## src/slpg_pkg.sv

```systemverilog
// Types, constants and helper functions of the status LED pattern generator.
package slpg_pkg;

    localparam int NUM_LEDS   = 3;
    localparam int TIMER_BITS = 16;
    localparam int IDX_W      = $clog2(NUM_LEDS);
    localparam int MS_W       = 16;
    localparam int CFG_IDX_W  = 3;

    typedef enum logic [1:0] {
        OP_TICK  = 2'd0,
        OP_SET   = 2'd1,
        OP_FLASH = 2'd2,
        OP_BEGIN = 2'd3
    } op_t;

    typedef enum logic [1:0] {
        PAT_OFF   = 2'd0,
        PAT_BLINK = 2'd1,
        PAT_CHASE = 2'd2
    } pattern_t;

    typedef enum logic [CFG_IDX_W-1:0] {
        CFG_ENABLE      = 3'd0,
        CFG_ACTIVE_LOW  = 3'd1,
        CFG_BLINK_MS    = 3'd2,
        CFG_CHASE_MS    = 3'd3,
        CFG_FLASH_MS    = 3'd4,
        CFG_SELFTEST_MS = 3'd5
    } cfg_index_t;

    localparam logic [MS_W-1:0] BLINK_MS_RST    = MS_W'(500);
    localparam logic [MS_W-1:0] CHASE_MS_RST    = MS_W'(150);
    localparam logic [MS_W-1:0] FLASH_MS_RST    = MS_W'(300);
    localparam logic [MS_W-1:0] SELFTEST_MS_RST = MS_W'(200);

    typedef struct packed {
        logic            enable;
        logic            active_low;
        logic [MS_W-1:0] blink_ms;
        logic [MS_W-1:0] chase_ms;
        logic [MS_W-1:0] flash_ms;
        logic [MS_W-1:0] selftest_ms;
    } cfg_t;

    typedef struct packed {
        logic [1:0] op;
        logic [1:0] pattern;
        logic [1:0] color;
    } item_t;

    typedef struct packed {
        logic [NUM_LEDS-1:0] led_levels;
        logic                self_testing;
    } result_t;

    // One-hot LED mask for an index; indexes past the last LED light nothing.
    function automatic logic [NUM_LEDS-1:0] one_led(input logic [3:0] idx);
        logic [NUM_LEDS-1:0] mask;
        mask = '0;
        if (int'(idx) < NUM_LEDS)
        begin
            mask = NUM_LEDS'(1) << idx;
        end
        return mask;
    endfunction

endpackage

```

## src/status_led_pattern_generator_core.sv

```systemverilog
// Top level of the status LED pattern generator: configuration registers and stages.
//
// This block drives NUM_LEDS status LEDs (bit 0 red, bit 1 yellow, bit 2 green) from a
// stream of events: a one-millisecond tick, a pattern select (off, all-LED blink, one-hot
// chase), a colour flash that overrides the pattern until its flash_ms-th tick, and a
// self-test that lights each LED in turn for selftest_ms ticks and then selects the off
// pattern. Each enabled tick yields exactly one result transfer with the pin levels after
// the configured polarity and the self-test flag; every other event yields none. The
// block takes one event per clock cycle while in_stall is low. An accepted event is
// held in the input register while its state update and LED choice are computed, and
// an enabled tick's result is then registered in the output register until taken.
// in_stall rises only while the output register holds a result that the downstream
// side is stalling and the input register already holds an event that would produce
// another. Configuration writes are always taken (cfg_ready stays high) and are meant
// to be issued only while no event is in flight; writes beyond the last register index
// are ignored. There is no start-up clearing pass: after reset the block is ready.
module status_led_pattern_generator_core (
    input  logic                                clk,
    input  logic                                rst_n,
    // Event channel.
    input  logic                                in_valid,
    output logic                                in_stall,
    input  logic [1:0]                          op,
    input  logic [1:0]                          pattern,
    input  logic [1:0]                          color,
    // Result channel.
    output logic                                out_valid,
    input  logic                                out_stall,
    output logic [slpg_pkg::NUM_LEDS-1:0]       led_levels,
    output logic                                self_testing,
    // Configuration write channel.
    input  logic                                cfg_valid,
    output logic                                cfg_ready,
    input  logic [slpg_pkg::CFG_IDX_W-1:0]      cfg_index,
    input  logic [slpg_pkg::MS_W-1:0]           cfg_data
);

    slpg_pkg::cfg_t    cfg_reg;
    slpg_pkg::cfg_t    cfg_next;
    slpg_pkg::item_t   in_item;
    slpg_pkg::item_t   item;
    slpg_pkg::result_t res;
    slpg_pkg::result_t out_res;
    logic              item_valid;
    logic              take;
    logic              res_valid;
    logic              out_free;

    // The configuration port never pushes back.
    assign cfg_ready = 1'b1;

    // Register write decode; unknown indexes leave every register unchanged.
    always_comb
    begin
        cfg_next = cfg_reg;
        if (cfg_valid && cfg_ready)
        begin
            case (cfg_index)
                slpg_pkg::CFG_ENABLE:      cfg_next.enable      = cfg_data[0];
                slpg_pkg::CFG_ACTIVE_LOW:  cfg_next.active_low  = cfg_data[0];
                slpg_pkg::CFG_BLINK_MS:    cfg_next.blink_ms    = cfg_data;
                slpg_pkg::CFG_CHASE_MS:    cfg_next.chase_ms    = cfg_data;
                slpg_pkg::CFG_FLASH_MS:    cfg_next.flash_ms    = cfg_data;
                slpg_pkg::CFG_SELFTEST_MS: cfg_next.selftest_ms = cfg_data;
                default:                   cfg_next = cfg_reg;
            endcase
        end
    end

    always_ff @(posedge clk or negedge rst_n)
    begin
        if (!rst_n)
        begin
            cfg_reg.enable      <= 1'b1;
            cfg_reg.active_low  <= 1'b0;
            cfg_reg.blink_ms    <= slpg_pkg::BLINK_MS_RST;
            cfg_reg.chase_ms    <= slpg_pkg::CHASE_MS_RST;
            cfg_reg.flash_ms    <= slpg_pkg::FLASH_MS_RST;
            cfg_reg.selftest_ms <= slpg_pkg::SELFTEST_MS_RST;
        end
        else
        begin
            cfg_reg <= cfg_next;
        end
    end

    assign in_item.op      = op;
    assign in_item.pattern = pattern;
    assign in_item.color   = color;

    slpg_in_stage u_in_stage (
        .clk        (clk),
        .rst_n      (rst_n),
        .in_valid   (in_valid),
        .in_stall   (in_stall),
        .in_item    (in_item),
        .take       (take),
        .item_valid (item_valid),
        .item       (item)
    );

    // All per-event work happens here, between the two register stages.
    slpg_engine u_engine (
        .clk        (clk),
        .rst_n      (rst_n),
        .cfg        (cfg_reg),
        .item_valid (item_valid),
        .item       (item),
        .out_free   (out_free),
        .take       (take),
        .res_valid  (res_valid),
        .res        (res)
    );

    slpg_out_stage u_out_stage (
        .clk       (clk),
        .rst_n     (rst_n),
        .res_valid (res_valid),
        .res       (res),
        .out_free  (out_free),
        .out_valid (out_valid),
        .out_stall (out_stall),
        .out_res   (out_res)
    );

    assign led_levels   = out_res.led_levels;
    assign self_testing = out_res.self_testing;

endmodule

```

## src/slpg_in_stage.sv

```systemverilog
// Input register stage: holds one accepted item until the engine takes it.
module slpg_in_stage (
    input  logic            clk,
    input  logic            rst_n,
    input  logic            in_valid,
    output logic            in_stall,
    input  slpg_pkg::item_t in_item,
    input  logic            take,
    output logic            item_valid,
    output slpg_pkg::item_t item
);

    logic            valid_reg;
    logic            valid_next;
    slpg_pkg::item_t item_reg;
    logic            load;

    // The stage refills in the same cycle that the engine takes its item.
    assign in_stall   = valid_reg && !take;
    assign load       = in_valid && !in_stall;
    assign valid_next = load ? 1'b1 : (take ? 1'b0 : valid_reg);

    always_ff @(posedge clk or negedge rst_n)
    begin
        if (!rst_n)
        begin
            valid_reg <= 1'b0;
        end
        else
        begin
            valid_reg <= valid_next;
        end
    end

    always_ff @(posedge clk)
    begin
        if (load)
        begin
            item_reg <= in_item;
        end
    end

    assign item_valid = valid_reg;
    assign item       = item_reg;

endmodule

```

## src/slpg_engine.sv

```systemverilog
// Pattern engine: phase counters, flash and self-test state, and LED selection.
module slpg_engine (
    input  logic              clk,
    input  logic              rst_n,
    input  slpg_pkg::cfg_t    cfg,
    input  logic              item_valid,
    input  slpg_pkg::item_t   item,
    input  logic              out_free,
    output logic              take,
    output logic              res_valid,
    output slpg_pkg::result_t res
);

    slpg_pkg::pattern_t                 pattern_sel_reg, pattern_sel_next;
    logic [slpg_pkg::TIMER_BITS-1:0]    blink_count_reg, blink_count_next;
    logic                               blink_lit_reg, blink_lit_next;
    logic [slpg_pkg::TIMER_BITS-1:0]    chase_count_reg, chase_count_next;
    logic [slpg_pkg::IDX_W-1:0]         chase_index_reg, chase_index_next;
    logic                               flash_active_reg, flash_active_next;
    logic [1:0]                         flash_hue_reg, flash_hue_next;
    logic [slpg_pkg::TIMER_BITS-1:0]    flash_count_reg, flash_count_next;
    logic                               test_active_reg, test_active_next;
    logic [slpg_pkg::IDX_W-1:0]         test_index_reg, test_index_next;
    logic [slpg_pkg::TIMER_BITS-1:0]    test_count_reg, test_count_next;

    logic makes_result;

    // Only an enabled tick produces a result; everything else always proceeds.
    assign makes_result = cfg.enable && (item.op == slpg_pkg::OP_TICK);
    assign take         = item_valid && (!makes_result || out_free);

    always_comb
    begin
        logic [slpg_pkg::TIMER_BITS-1:0] blink_inc;
        logic [slpg_pkg::TIMER_BITS-1:0] chase_inc;
        logic [slpg_pkg::TIMER_BITS-1:0] test_inc;
        logic [slpg_pkg::TIMER_BITS-1:0] flash_inc;
        logic [slpg_pkg::NUM_LEDS-1:0]   lit;

        pattern_sel_next  = pattern_sel_reg;
        blink_count_next  = blink_count_reg;
        blink_lit_next    = blink_lit_reg;
        chase_count_next  = chase_count_reg;
        chase_index_next  = chase_index_reg;
        flash_active_next = flash_active_reg;
        flash_hue_next    = flash_hue_reg;
        flash_count_next  = flash_count_reg;
        test_active_next  = test_active_reg;
        test_index_next   = test_index_reg;
        test_count_next   = test_count_reg;
        blink_inc         = blink_count_reg + 1'b1;
        chase_inc         = chase_count_reg + 1'b1;
        test_inc          = test_count_reg + 1'b1;
        flash_inc         = flash_count_reg + 1'b1;
        lit               = '0;
        res_valid         = 1'b0;

        if (take && cfg.enable)
        begin
            case (item.op)
                slpg_pkg::OP_SET:
                begin
                    if (!test_active_reg
                        && (item.pattern == slpg_pkg::PAT_OFF
                            || item.pattern == slpg_pkg::PAT_BLINK
                            || item.pattern == slpg_pkg::PAT_CHASE)
                        && item.pattern != pattern_sel_reg)
                    begin
                        pattern_sel_next = slpg_pkg::pattern_t'(item.pattern);
                        blink_count_next = '0;
                        blink_lit_next   = 1'b1;
                        chase_count_next = '0;
                        chase_index_next = '0;
                    end
                end
                slpg_pkg::OP_FLASH:
                begin
                    if (!test_active_reg)
                    begin
                        flash_active_next = 1'b1;
                        flash_hue_next    = item.color;
                        flash_count_next  = '0;
                    end
                end
                slpg_pkg::OP_BEGIN:
                begin
                    test_active_next = 1'b1;
                    test_index_next  = '0;
                    test_count_next  = '0;
                end
                default:
                begin
                    // Tick: advance every running counter by one millisecond.
                    if (32'(blink_inc) >= 32'(cfg.blink_ms))
                    begin
                        blink_count_next = '0;
                        blink_lit_next   = !blink_lit_reg;
                    end
                    else
                    begin
                        blink_count_next = blink_inc;
                    end

                    if (32'(chase_inc) >= 32'(cfg.chase_ms))
                    begin
                        chase_count_next = '0;
                        if (32'(chase_index_reg) + 32'd1 >= 32'(slpg_pkg::NUM_LEDS))
                        begin
                            chase_index_next = '0;
                        end
                        else
                        begin
                            chase_index_next = chase_index_reg + 1'b1;
                        end
                    end
                    else
                    begin
                        chase_count_next = chase_inc;
                    end

                    if (test_active_reg)
                    begin
                        if (32'(test_inc) >= 32'(cfg.selftest_ms))
                        begin
                            test_count_next = '0;
                            if (32'(test_index_reg) + 32'd1 >= 32'(slpg_pkg::NUM_LEDS))
                            begin
                                // Self-test done: back to the off pattern, fresh phase.
                                test_active_next  = 1'b0;
                                test_index_next   = '0;
                                pattern_sel_next  = slpg_pkg::PAT_OFF;
                                blink_count_next  = '0;
                                blink_lit_next    = 1'b1;
                                chase_count_next  = '0;
                                chase_index_next  = '0;
                                flash_active_next = 1'b0;
                                flash_count_next  = '0;
                            end
                            else
                            begin
                                test_index_next = test_index_reg + 1'b1;
                            end
                        end
                        else
                        begin
                            test_count_next = test_inc;
                        end
                    end

                    if (test_active_next)
                    begin
                        lit = slpg_pkg::one_led(4'(test_index_next));
                    end
                    else
                    begin
                        if (flash_active_next)
                        begin
                            if (32'(flash_inc) < 32'(cfg.flash_ms))
                            begin
                                lit              = slpg_pkg::one_led(4'(flash_hue_reg));
                                flash_count_next = flash_inc;
                            end
                            else
                            begin
                                flash_active_next = 1'b0;
                                flash_count_next  = '0;
                            end
                        end
                        if (!flash_active_next)
                        begin
                            case (pattern_sel_next)
                                slpg_pkg::PAT_BLINK:
                                    lit = blink_lit_next ? '1 : '0;
                                slpg_pkg::PAT_CHASE:
                                    lit = slpg_pkg::one_led(4'(chase_index_next));
                                default:
                                    lit = '0;
                            endcase
                        end
                    end
                    res_valid = 1'b1;
                end
            endcase
        end

        res.led_levels   = lit ^ {slpg_pkg::NUM_LEDS{cfg.active_low}};
        res.self_testing = test_active_next;
    end

    always_ff @(posedge clk or negedge rst_n)
    begin
        if (!rst_n)
        begin
            pattern_sel_reg  <= slpg_pkg::PAT_OFF;
            blink_count_reg  <= '0;
            blink_lit_reg    <= 1'b1;
            chase_count_reg  <= '0;
            chase_index_reg  <= '0;
            flash_active_reg <= 1'b0;
            flash_hue_reg    <= '0;
            flash_count_reg  <= '0;
            test_active_reg  <= 1'b0;
            test_index_reg   <= '0;
            test_count_reg   <= '0;
        end
        else
        begin
            pattern_sel_reg  <= pattern_sel_next;
            blink_count_reg  <= blink_count_next;
            blink_lit_reg    <= blink_lit_next;
            chase_count_reg  <= chase_count_next;
            chase_index_reg  <= chase_index_next;
            flash_active_reg <= flash_active_next;
            flash_hue_reg    <= flash_hue_next;
            flash_count_reg  <= flash_count_next;
            test_active_reg  <= test_active_next;
            test_index_reg   <= test_index_next;
            test_count_reg   <= test_count_next;
        end
    end

endmodule

```

## src/slpg_out_stage.sv

```systemverilog
// Output register stage: holds one result until the downstream side takes it.
module slpg_out_stage (
    input  logic              clk,
    input  logic              rst_n,
    input  logic              res_valid,
    input  slpg_pkg::result_t res,
    output logic              out_free,
    output logic              out_valid,
    input  logic              out_stall,
    output slpg_pkg::result_t out_res
);

    logic              valid_reg;
    logic              valid_next;
    slpg_pkg::result_t res_reg;

    assign out_free   = !valid_reg || !out_stall;
    assign valid_next = res_valid ? 1'b1 : (out_free ? 1'b0 : valid_reg);

    always_ff @(posedge clk or negedge rst_n)
    begin
        if (!rst_n)
        begin
            valid_reg <= 1'b0;
        end
        else
        begin
            valid_reg <= valid_next;
        end
    end

    always_ff @(posedge clk)
    begin
        if (res_valid)
        begin
            res_reg <= res;
        end
    end

    assign out_valid = valid_reg;
    assign out_res   = res_reg;

endmodule

```

## config.mk

```make
export PLATFORM = sky130hd
export DESIGN_NAME = status_led_pattern_generator_core
export DESIGN_NICKNAME = d
export VERILOG_FILES = /design/src/slpg_pkg.sv /design/src/status_led_pattern_generator_core.sv /design/src/slpg_in_stage.sv /design/src/slpg_engine.sv /design/src/slpg_out_stage.sv
export SDC_FILE = /design/constraint.sdc
export NUM_CORES = 1
export LEC_CHECK = 0
export BUFFER_PORTS_ARGS = -buffer_cell sky130_fd_sc_hd__buf_2
export CORE_MARGIN = 3
export CORE_UTILIZATION = 50
export DETAILED_ROUTE_END_ITERATION = 8
export MAX_ROUTING_LAYER = met4
export PLACE_DENSITY = 0.69
export REMOVE_ABC_BUFFERS = 1
export SYNTH_ARGS = -nofsm -noshare
export SYNTH_HDL_FRONTEND = slang
export SYNTH_SLANG_ARGS = --single-unit
export TNS_END_PERCENT = 100
```

## constraint.sdc

```tcl
create_clock -name clk -period 4.3 [get_ports clk]
set_clock_uncertainty 0.15 [all_clocks]
set_input_delay 0 -clock clk [delete_from_list [all_inputs] [get_ports clk]]
set_output_delay 0 -clock clk [all_outputs]
set_load 0.02 [all_outputs]
```

==> results.yml <==
cells_and_area:
  final_cell_area_mm2: 0.0108
  antenna-diode-count: 0
  final_nets: 1131
  nFillCells: 1450
  most-common-layout-cells: "dfrtp_1, nand2_1, o21ai_0"
  largest_register_ffs: 66
  multi_input_area_mm2: 0.00496
  final_common_cell: "dfrtp_1"
  area_growth_pct: 18.5
  drive_gt1_frac: 0.207
  ff_latch_area_mm2: 0.00391
  fin_util: 0.615
sta:
  worstMarginPinSlew_ns: 1.02
  slew_viol_final: 0
  max_freq_mhz: 245
  relSlewSlack: 0.318
  setup_viol: 0
  min_period_ns: 4.09
  hold_viol: 0
  timing.final.crit_share: 0.950
worst_setup_path:
  crit_path_start_kind: "register"
  slowest_delay_ns: 0.47
  r2r-start: "u_engine.flash_count_reg[6]"
  crit_chain: "nand2_1 -> nor3_4 -> and4_4 -> and3_2 -> nand3_2 -> xnor2_2 -> ha_1 -> and3_1 -> and3_4 -> a2111oi_4 -> o2111ai_2 -> or3b_4 -> o211ai_2 -> o221ai_2 -> xnor2_1"
  crit_start: "u_engine.flash_count_reg[6]"
  cpLargestDelayFamily: "simple AND/OR/NAND/NOR gates"
  cp_data_arrival_time_ns: 4.11
  crit_type: "reg2reg"
  required_ns: 4.32
  r2r_cells: 15
  crit_slowest_cell: "dfrtp_1"
  timing.rr.end: "u_out_stage.out_res[3]"
  path_buf_inv: 0
  reg2reg_slack_ns: 0.21
  worst-path-max-fanout: 7
  cp-end-kind: "register"
clock_tree:
  cts_tree: "yes"
  cts-buffers-inserted: 17
  root_buffer: "clkbuf_16"
  cts_buffer_depth: 2
  clk_latency_ns: 0.43
  h-tree-depth: 4
  clk_pin_slew_ns: 0.06
  cts_num_sinks: 153
power:
  internal_power_mw: 3.06
  power_frac_seq: 0.419
  p_leak_nw: 5.20
  power.switching_mw: 1.44
  p_clk_frac: 0.312
  switching_share: 0.320
  power.density_mw_per_mm2: 416
  vdd_drop_max_v: 0.000314
  comb_power_share: 0.269
global_route:
  antenna_found_initial: 0
  grt_pass1_vias: 6988
  grt_usage: 0.231
  grt_overflow: 0
  grt_max_degree: 62
  grt_pass1_wl_um: 35400
route:
  wire_per_inst_um: 17.3
  first_pass_iters: 4
  drc: 0
  ant_nets: 0
  initialDrtViolationCount: 442
  vias_per_cell: 5.63
  wl_um: 21800
  vias: 7131
synth:
  synth-edff-count: 10
  synth_area_leader_cell: "dfrtp_1"
  synth-seq-cells: 153
  avgSynthCellArea_um2: 9.82
  synth.top_cells.by_area: "dfrtp_1, ha_1, dfstp_2"
  synth_top_area_frac: 0.340
  synth_cell_types: 74
  synthArstFlopShare: 0.935
  ys_seq_area_frac: 0.427
  yosys_warnings: 0
  synth_area_mm2: 0.00913
  netlist_instances: 930
  synth_flop_cell: "dfrtp_1"
hold_path:
  hold-path-endpoint: "cfg_reg[64]"
  min_path_type: "in2reg"
  whs_path_depth: 4
  worstHoldStart: "cfg_valid"
floorplanning:
  initial_utilization: 0.519
  dieArea_mm2: 0.0199
  core_area_mm2: 0.0176
  die_y_um: 141
  ios: 37
  die_w_um: 141
  num_rows: 48
placement:
  io_buffers: 35
  gp_congestion: 0.897
  hpwl_um: 15000
  placed_cell_area_mm2: 0.00972
run:
  drv_cap: 0
run_status:
  outcome: "finished clean"
layer usage:
layer	track usage	part of all wire
met3	0.0407	0.042
met5	-	0
met2	0.366	0.48
met1	0.306	0.47
met4	0.0643	0.013
through the flow:
stage,setup slack (ns),setup TNS (ns),cells,hold slack (ns),power (mW)
2_1_floorplan,-0.124,-0.131,900,-0.446,2.65
3_3_place_gp,0.0763,0,1192,-0.200,2.98
3_5_place_dp,0.0189,0,1192,-0.199,3.02
4_1_cts,0.0251,0,1260,0.0129,4.47
5_1_grt,-0.0563,-0.0872,1266,0.0637,4.77
6_report,0.214,0,1266,0.0243,4.50
repair_timing:
action,in CTS,in global routing
gates resized for setup,3,32
endpoints found under the hold margin,159,0
setup endpoints to repair,2,13
pin swaps,0,10
buffers inserted,0,6
cloned,0,0
hold buffers,36,0
synth_stat cells (all sizes together), types with 5 or more instances:
library cell,instances
clkbuf,23
buf,7
nor2,32
edfxtp,10
and4,6
and3,24
mux2,39
nand2b,22
o21ai,99
nand2,98
a21o,8
o31ai,7
xnor2,29
dfrtp,124
nor2b,9
dfstp,19
nand4,6
o21a,7
a22o,31
nand3,40
xor2,31
a21oi,27
a211oi,5
inv,76
nor3b,5
ha,73
a31oi,5
nor3,10
area by class of cell:
type                    count  share of cell area
multi-input cells         670               0.458
flip-flops and latches    153               0.361
repair buffers            109              0.0774
clock buffers              26              0.0471
inverters                  77              0.0267
well taps                 225              0.0260
clock inverters             6             0.00370
worst max path at each step:
stage,end,cells after the start
3_5_place_dp,u_out_stage.out_res[1],18
3_3_place_gp,u_out_stage.out_res[1],18
4_1_cts,u_out_stage.out_res[2],18
5_1_grt,u_out_stage.out_res[2],19
6_report,u_out_stage.out_res[3],15
2_1_floorplan,u_out_stage.out_res[3],16
kinds of logic after synthesis:
kind of cell               after synthesis  share of synthesized area
buffers and inverters                  107                     0.0455
other                                    1                   0.000411
xor gates and xnor gates                60                     0.0575
adders and majority gates               73                      0.100
and+or+nand+nor                        269                      0.149
DFF                                    153                      0.427
AOI/OAI and AO/OA                      226                      0.170
muxes                                   41                     0.0503
worst min-delay path, delay by kind of cell:
family,cells,cell delay (ns)
mux,1,0.16
simple gates,2,0.30
buf+inv,1,0.11
power groups by stage:
stage	Combinational [mW]	Sequential [mW]	Clock [mW]
2_1_floorplan	0.797	1.85	0
3_3_place_gp	1.10	1.89	0
3_5_place_dp	1.12	1.89	0
4_1_cts	1.17	1.87	1.43
5_1_grt	1.37	1.91	1.49
6_report	1.21	1.88	1.40
No activity file was read; power rests on OpenSTA's default activity.
